===== config.mk =====
export PLATFORM = sky130hd
export DESIGN_NAME = bounded_priority_queue_top
export DESIGN_NICKNAME = d
export VERILOG_FILES = /design/src/bpq_pkg.sv /design/src/bpq_datapath.sv /design/src/bpq_ctrl.sv /design/src/bounded_priority_queue_top.sv
export SDC_FILE = /design/constraint.sdc
export NUM_CORES = 2
export LEC_CHECK = 0
export ABC_AREA = 0
export BUFFER_PORTS_ARGS = -buffer_cell sky130_fd_sc_hd__buf_2
export CAP_MARGIN = 0
export CORE_MARGIN = 2
export CORE_UTILIZATION = 35
export CTS_CLUSTER_DIAMETER = 60
export DETAILED_ROUTE_END_ITERATION = 12
export HOLD_SLACK_MARGIN = 0.03
export SETUP_SLACK_MARGIN = 0.02
export SYNTH_ARGS = -nofsm -noshare
export SYNTH_HDL_FRONTEND = slang
export SYNTH_SLANG_ARGS = --single-unit

===== constraint.sdc =====
create_clock -name i_clk -period 11.3 [get_ports i_clk]
set_clock_uncertainty 0.05 [all_clocks]
set_input_delay 1.13 -clock i_clk [delete_from_list [all_inputs] [get_ports i_clk]]
set_output_delay 1.13 -clock i_clk [all_outputs]
set_load 0.005 [all_outputs]

===== src/bpq_pkg.sv =====
// shared types, widths and codes of the bounded priority queue
package bpq_pkg;

    localparam int DEPTH_DEF = 16;
    localparam int PRI_W     = 16;
    localparam int DATA_W    = 32;
    localparam int STAT_W    = 3;
    localparam int FILL_W    = 5;
    localparam int CAP_W     = 5;
    localparam int CMD_W     = 1;
    localparam int APB_AW    = 3;
    localparam int APB_DW    = 32;
    localparam int IN_TDW    = 48;
    localparam int OUT_TDW   = 56;

    localparam logic [CAP_W-1:0]  CAP_RESET    = 5'd16;
    localparam logic [APB_AW-1:0] ADDR_CAPACITY = 3'd0;

    typedef enum logic [CMD_W-1:0] {
        CMD_ENQUEUE = 1'b0,
        CMD_DEQUEUE = 1'b1
    } t_cmd_code;

    typedef enum logic [STAT_W-1:0] {
        ST_INSERTED = 3'd0,
        ST_EVICTED  = 3'd1,
        ST_REJECTED = 3'd2,
        ST_DEQUEUED = 3'd3,
        ST_EMPTY    = 3'd4
    } t_status;

    // controller to datapath commands
    typedef struct packed {
        logic load;   // capture the accepted item
        logic exec;   // run the operation and load the result register
    } t_ctrl_cmd;

endpackage


===== src/bpq_datapath.sv =====
// sorted entry cells, per-cell compare and result register
module bpq_datapath #(
    parameter int DEPTH = bpq_pkg::DEPTH_DEF
) (
    input  logic                          i_clk,
    input  logic                          i_rst_n,
    input  bpq_pkg::t_ctrl_cmd            i_cmd,
    input  logic [bpq_pkg::CAP_W-1:0]     i_capacity,
    input  logic [bpq_pkg::CMD_W-1:0]     i_command,
    input  logic [bpq_pkg::PRI_W-1:0]     i_new_priority,
    input  logic signed [bpq_pkg::DATA_W-1:0] i_new_data,
    output logic [bpq_pkg::STAT_W-1:0]    o_status,
    output logic [bpq_pkg::PRI_W-1:0]     o_out_priority,
    output logic signed [bpq_pkg::DATA_W-1:0] o_out_data,
    output logic [bpq_pkg::FILL_W-1:0]    o_fill_level
);

    localparam int CW = $clog2(DEPTH + 1);
    localparam int KW = (CW > bpq_pkg::CAP_W) ? CW : bpq_pkg::CAP_W;

    // captured item
    logic [bpq_pkg::CMD_W-1:0]      r_cmd;
    logic [bpq_pkg::PRI_W-1:0]      r_pri;
    logic [bpq_pkg::DATA_W-1:0]     r_dat;

    // cells, highest priority in cell 0
    logic [bpq_pkg::PRI_W-1:0]      r_slot_pri [DEPTH];
    logic [bpq_pkg::DATA_W-1:0]     r_slot_dat [DEPTH];
    logic [bpq_pkg::PRI_W-1:0]      n_slot_pri [DEPTH];
    logic [bpq_pkg::DATA_W-1:0]     n_slot_dat [DEPTH];
    logic [CW-1:0]                  r_count;
    logic [CW-1:0]                  n_count;

    // result register
    logic [bpq_pkg::STAT_W-1:0]     r_status, n_status;
    logic [bpq_pkg::PRI_W-1:0]      r_opri, n_opri;
    logic [bpq_pkg::DATA_W-1:0]     r_odat, n_odat;
    logic [bpq_pkg::FILL_W-1:0]     r_fill;

    // per-cell views
    logic [DEPTH-1:0]               ge;        // held and priority >= new
    logic [DEPTH-1:0]               held;
    logic [DEPTH-1:0]               prev_ge;
    logic [bpq_pkg::PRI_W-1:0]      prev_pri [DEPTH];
    logic [bpq_pkg::DATA_W-1:0]     prev_dat [DEPTH];
    logic [bpq_pkg::PRI_W-1:0]      next_pri [DEPTH];
    logic [bpq_pkg::DATA_W-1:0]     next_dat [DEPTH];

    logic [KW-1:0]                  cap_ext;
    logic [KW-1:0]                  eff_cap;
    logic                           room;
    logic                           outranks;

    for (genvar g = 0; g < DEPTH; g++) begin : g_cell
        assign held[g] = CW'(g) < r_count;
        assign ge[g]   = held[g] && (r_slot_pri[g] >= r_pri);
        if (g == 0) begin : g_head
            assign prev_ge[g]  = 1'b1;
            assign prev_pri[g] = r_pri;
            assign prev_dat[g] = r_dat;
        end else begin : g_body
            assign prev_ge[g]  = ge[g-1];
            assign prev_pri[g] = r_slot_pri[g-1];
            assign prev_dat[g] = r_slot_dat[g-1];
        end
        if (g == DEPTH - 1) begin : g_last
            assign next_pri[g] = r_slot_pri[g];
            assign next_dat[g] = r_slot_dat[g];
        end else begin : g_inner
            assign next_pri[g] = r_slot_pri[g+1];
            assign next_dat[g] = r_slot_dat[g+1];
        end
    end

    always_comb begin
        cap_ext = KW'(i_capacity);
        if (cap_ext == '0) begin
            eff_cap = KW'(1);
        end else if (cap_ext > KW'(DEPTH)) begin
            eff_cap = KW'(DEPTH);
        end else begin
            eff_cap = cap_ext;
        end
        room     = KW'(r_count) < eff_cap;
        // some held entry ranks strictly below the new one
        outranks = |(held & ~ge);
    end

    always_comb begin
        n_slot_pri = r_slot_pri;
        n_slot_dat = r_slot_dat;
        n_count    = r_count;
        n_status   = bpq_pkg::ST_REJECTED;
        n_opri     = '0;
        n_odat     = '0;
        case (r_cmd)
            bpq_pkg::CMD_DEQUEUE: begin
                if (r_count == '0) begin
                    n_status = bpq_pkg::ST_EMPTY;
                end else begin
                    n_status   = bpq_pkg::ST_DEQUEUED;
                    n_opri     = r_slot_pri[0];
                    n_odat     = r_slot_dat[0];
                    n_slot_pri = next_pri;
                    n_slot_dat = next_dat;
                    n_count    = r_count - CW'(1);
                end
            end
            bpq_pkg::CMD_ENQUEUE: begin
                if (room || outranks) begin
                    n_status = room ? bpq_pkg::ST_INSERTED : bpq_pkg::ST_EVICTED;
                    // eviction keeps the count, the lowest entry drops past the end
                    if (room) begin
                        n_count = r_count + CW'(1);
                    end
                    for (int i = 0; i < DEPTH; i++) begin
                        if (!ge[i]) begin
                            if (prev_ge[i]) begin
                                n_slot_pri[i] = r_pri;
                                n_slot_dat[i] = r_dat;
                            end else begin
                                n_slot_pri[i] = prev_pri[i];
                                n_slot_dat[i] = prev_dat[i];
                            end
                        end
                    end
                end
            end
            default: begin
                n_status = bpq_pkg::ST_REJECTED;
            end
        endcase
    end

    always_ff @(posedge i_clk) begin
        if (!i_rst_n) begin
            r_count <= '0;
        end else if (i_cmd.exec) begin
            r_count <= n_count;
        end
    end

    always_ff @(posedge i_clk) begin
        if (i_cmd.load) begin
            r_cmd <= i_command;
            r_pri <= i_new_priority;
            r_dat <= i_new_data;
        end
        if (i_cmd.exec) begin
            r_slot_pri <= n_slot_pri;
            r_slot_dat <= n_slot_dat;
            r_status   <= n_status;
            r_opri     <= n_opri;
            r_odat     <= n_odat;
            r_fill     <= bpq_pkg::FILL_W'(n_count);
        end
    end

    assign o_status       = r_status;
    assign o_out_priority = r_opri;
    assign o_out_data     = r_odat;
    assign o_fill_level   = r_fill;

endmodule


===== src/bpq_ctrl.sv =====
// handshake controller: accepts an item, runs it, holds the result valid
module bpq_ctrl (
    input  logic               i_clk,
    input  logic               i_rst_n,
    input  logic               i_in_valid,
    input  logic               i_out_ready,
    output logic               o_in_ready,
    output logic               o_out_valid,
    output bpq_pkg::t_ctrl_cmd o_cmd
);

    typedef enum logic [1:0] {
        S_IDLE = 2'b01,
        S_EXEC = 2'b10
    } t_state;

    t_state r_state, n_state;
    logic   r_out_valid, n_out_valid;
    logic   out_free;

    always_comb begin
        n_state     = r_state;
        n_out_valid = r_out_valid && !i_out_ready;
        o_cmd       = '0;
        o_in_ready  = 1'b0;
        // the result register is free when it holds no result or its item is taken this cycle
        out_free    = !r_out_valid || i_out_ready;
        case (r_state)
            S_IDLE: begin
                o_in_ready = 1'b1;
                if (i_in_valid) begin
                    o_cmd.load = 1'b1;
                    n_state    = S_EXEC;
                end
            end
            S_EXEC: begin
                if (out_free) begin
                    o_cmd.exec  = 1'b1;
                    n_out_valid = 1'b1;
                    n_state     = S_IDLE;
                end
            end
            default: begin
                n_state = S_IDLE;
            end
        endcase
    end

    always_ff @(posedge i_clk) begin
        if (!i_rst_n) begin
            r_state     <= S_IDLE;
            r_out_valid <= 1'b0;
        end else begin
            r_state     <= n_state;
            r_out_valid <= n_out_valid;
        end
    end

    assign o_out_valid = r_out_valid;

endmodule


===== src/bounded_priority_queue_top.sv =====
// an accepted item is captured, then run and its result registered once the result register is free
// a new item is taken only while idle, after the last one has been run
// every operation runs over all cells at once, compared in parallel
// reset clears the entry count, the handshake state and sets capacity to 16
// entry contents are not cleared; no clearing pass, items accepted right after reset
module bounded_priority_queue_top #(
    parameter int DEPTH = bpq_pkg::DEPTH_DEF
) (
    input  logic                          i_clk,
    input  logic                          i_rst_n,
    input  logic                          s_axis_tvalid,
    output logic                          s_axis_tready,
    input  logic [bpq_pkg::IN_TDW-1:0]    s_axis_tdata,   // new_priority, new_data
    input  logic [bpq_pkg::CMD_W-1:0]     s_axis_tuser,   // command
    output logic                          m_axis_tvalid,
    input  logic                          m_axis_tready,
    output logic [bpq_pkg::OUT_TDW-1:0]   m_axis_tdata,   // out_priority, out_data, fill_level
    output logic [bpq_pkg::STAT_W-1:0]    m_axis_tuser,   // status
    input  logic                          psel,
    input  logic                          penable,
    input  logic                          pwrite,
    input  logic [bpq_pkg::APB_AW-1:0]    paddr,
    input  logic [bpq_pkg::APB_DW-1:0]    pwdata,
    output logic [bpq_pkg::APB_DW-1:0]    prdata,
    output logic                          pready
);

    bpq_pkg::t_ctrl_cmd              cmd;
    logic [bpq_pkg::CAP_W-1:0]       r_capacity;
    logic [bpq_pkg::PRI_W-1:0]       out_priority;
    logic signed [bpq_pkg::DATA_W-1:0] out_data;
    logic [bpq_pkg::FILL_W-1:0]      fill_level;
    logic [bpq_pkg::STAT_W-1:0]      status;

    assign pready = 1'b1;

    always_ff @(posedge i_clk) begin
        if (!i_rst_n) begin
            r_capacity <= bpq_pkg::CAP_RESET;
        end else if (psel && penable && pwrite && pready
                     && paddr == bpq_pkg::ADDR_CAPACITY) begin
            r_capacity <= pwdata[bpq_pkg::CAP_W-1:0];
        end
    end

    always_comb begin
        prdata = '0;
        if (paddr == bpq_pkg::ADDR_CAPACITY) begin
            prdata = bpq_pkg::APB_DW'(r_capacity);
        end
    end

    bpq_ctrl u_ctrl (
        .i_clk       (i_clk),
        .i_rst_n     (i_rst_n),
        .i_in_valid  (s_axis_tvalid),
        .i_out_ready (m_axis_tready),
        .o_in_ready  (s_axis_tready),
        .o_out_valid (m_axis_tvalid),
        .o_cmd       (cmd)
    );

    bpq_datapath #(
        .DEPTH (DEPTH)
    ) u_datapath (
        .i_clk          (i_clk),
        .i_rst_n        (i_rst_n),
        .i_cmd          (cmd),
        .i_capacity     (r_capacity),
        .i_command      (s_axis_tuser),
        .i_new_priority (s_axis_tdata[bpq_pkg::PRI_W-1:0]),
        .i_new_data     (s_axis_tdata[bpq_pkg::PRI_W +: bpq_pkg::DATA_W]),
        .o_status       (status),
        .o_out_priority (out_priority),
        .o_out_data     (out_data),
        .o_fill_level   (fill_level)
    );

    assign m_axis_tuser = status;
    assign m_axis_tdata = {3'b000, fill_level, out_data, out_priority};

endmodule


==> metrics.yaml <==
status: "finished, final reports clean"
fin_crit_sh_pct: 51.5
grt_pass1_wl_um: 200000
cts_root_buffer: "clkbuf_16"
first_iter_violations: 2798
finalHoldViolCount: 0
start_util_pct: 35.3
syn2layout_area_growth_pct: 11.1
rsz0062_at_grt: "no"
synth_seq_cells: 886
worstPathMaxFanout: 32
critPathMaxStageDelay_ps: 880
num_vias: 34000
routedWlPerCell_um: 20.8
cp_common_cell: "buf_4"
setup_ws_ps: 5480
crit_chain: "inv_1 > buf_4 > ha_1 > a2111oi_0 > or4_1 > o31ai_2 > a2111oi_0 > nor4_2 > nand4_2 > nor4_4 > buf_4 > nor3_4 > buf_4"
drv_cap: 0
vdd_ir_drop_max_v: 0.000124
nNetsFinal: 4763
grt_usage_pct: 18.0
fmax_mhz: 172
htree_levels: 3
arrival_ps: 6090
holdWs_ps: 468
start_kind: "register"
syn_avg_cell_area_sq_um: 10.9
hold_class: "register to register"
ff2ff_setup_slack_ps: 5480
antenna_found_initial: 5
rows: 136
first_global_vias: 33800
place_inst: 6104
clkSinkCount: 886
mostFrequentLayoutCell: "edfxtp_1"
cts_hold_buf: 0
synthFlopType: "edfxtp_1"
place_ws_ps: 5530
worstPathRequired_ps: 11580
place.gp.congestion: 0.860
final_area_sq_mm: 0.0538
crit_slowest_cell: "nor3_4"
io_pins: 185
layout_common_cells: "edfxtp_1 (873), nand2_1 (740), o21ai_0 (738)"
stdcell_count: 6280
synth-edff-count: 873
firstDrtPassIters: 6
post_dp_cell_area_sq_mm: 0.0507
cts_tree: "built"
synthArstFlopShare_pct: 0
regArea_sq_mm: 0.0265
worstMarginPinSlew_ps: 1080
routed_via_density: 5.41
slew_viol_final: 0
multiInputGateArea_sq_mm: 0.0206
power.density_mw_per_mm2: 136
timing.rr.start: "u_datapath.r_pri[1]"
yosysSeqAreaShare_pct: 54.7
p_leak_nw: 20.7
critPathLaunch: "u_datapath.r_pri[1]"
dieArea_sq_mm: 0.141
syn-instance-count: 4428
ys_warn_count: 0
fillers: 13200
reg2regPathDepth: 13
min_period_ps: 5820
post_cts_buffers: 0
cp-end-kind: "register"
place_hpwl_um: 83300
drive_gt1_share_pct: 9.18
crit_type: "register to register"
setup_viol: 0
tns_ps: 0
timing.rr.end: "u_datapath.next_pri[45]"
core_sq_mm: 0.137
cts_buffer_depth: 3
min_from: "u_datapath.next_dat[10]"
diodes: 0
clk_pin_slew_worst_paths_ps: 60
netlist-cell-type-count: 66
synth_area_sq_mm: 0.0484
routed_wl_um: 130000
endpoint: "u_datapath.next_pri[45]"
io_buffers: 126
clock_latency_ps: 710
relSlewSlack_pct: 27.7
numCtsBuffers: 97
die_w_um: 376
grt_max_degree: 269
antenna_left: 0
cts_resized: 0
die_h_um: 376
grt.overflow.total: 0
post-route-drc-count: 0
## layout make-up
| type | count | area share [%] |
|---|---|---|
| tap | 1794 | 4.17 |
| multi-input combinational | 3170 | 38.3 |
| clock buffer | 127 | 4.76 |
| clock inverter | 49 | 0.916 |
| timing repair buffer | 206 | 2.33 |
| sequential | 886 | 49.2 |
| inverter | 48 | 0.335 |
## state kept, by name, indices dropped and copies added (netlist names)
register,cells
r_capacity,5
u_ctrl.o_out_valid,1
u_ctrl.r_state,2
u_datapath.next_dat,480
u_datapath.next_pri,240
u_datapath.o_fill_level,5
u_datapath.o_out_data,32
u_datapath.o_out_priority,16
u_datapath.o_status,3
u_datapath.prev_dat,32
u_datapath.prev_pri,16
u_datapath.r_cmd,1
u_datapath.r_count,5
u_datapath.r_dat,32
u_datapath.r_pri,16
## stage by stage
step | utilization, % | power, mW
2_1_floorplan | - | 4.07
5_1_grt | 39.2 | 7.55
4_1_cts | 39.2 | 7.36
6_report | 39.2 | 7.30
3_5_place_dp | 37.0 | 4.22
3_3_place_gp | 37.0 | 4.21
## routing by layer
metal	vias to the layer above	GRT usage, %	wire length (um)
li1	16100	-	-
met1	16900	25.1	60800
met2	755	29.4	60900
met3	208	2.10	5130
met4	0	5.32	3590
met5	-	0	0
## how the worst min path moves through the flow
stage,end,cells past startpoint
after CTS,u_datapath.next_dat[74],2
after global routing,u_datapath.next_dat[85],2
after global placement,u_datapath.next_dat[70],2
after floorplan,r_capacity[0],2
final,u_datapath.next_dat[74],2
after detailed placement,u_ctrl.o_out_valid,2
## report_power, final
group	internal, mW	switching [mW]
combinational	0.145	0.297
clock	1.74	1.39
sequential	3.65	0.0618
total	5.54	1.75
## cell usage after synthesis (5+ instances only)
cell	instances	share of area (%)
a2111oi_0	16	0.29
a211oi_1	7	0.11
a21o_1	28	0.43
a21oi_1	243	2.5
and2_1	54	0.70
and4_1	9	0.16
buf_1	12	0.093
buf_2	41	0.42
buf_4	32	0.50
clkbuf_1	267	2.1
dfxtp_1	13	0.54
edfxtp_1	873	54
ha_1	263	6.8
inv_1	46	0.36
mux2_2	34	0.79
mux2i_1	587	12
nand2_1	742	5.8
nand2b_1	24	0.31
nand3_1	12	0.12
nand4_1	26	0.34
nor2_1	230	1.8
nor2_2	5	0.065
nor2b_1	11	0.14
nor3_1	17	0.18
nor3_2	7	0.14
o2111ai_1	7	0.13
o211ai_1	7	0.11
o21a_1	12	0.19
o21ai_0	738	7.6
or3_1	7	0.090
## worst max-delay path, delay by kind of cell (launching register included)
| kind | cells | cell delay (ps) |
|---|---|---|
| AOI/OAI and AO/OA | 3 | 1450 |
| DFF | 1 | 560 |
| adders and majority gates | 1 | 300 |
| and+or+nand+nor | 5 | 1470 |
| buffers and inverters | 4 | 1510 |
## logic make-up (layout without fill, tap and decap cells)
logic type	count (synthesis)	in the layout	synth area share (%)
muxes	621	621	12.9
AOI/OAI and AO/OA	1090	1090	11.9
other	2	31	0.0155
adders and majority gates	263	263	6.80
xor gates and xnor gates	1	1	0.0181
and+or+nand+nor	1164	1164	10.1
buffers and inverters	401	430	3.48
DFF	886	886	54.7
No activity file was read; power rests on OpenSTA's default activity.
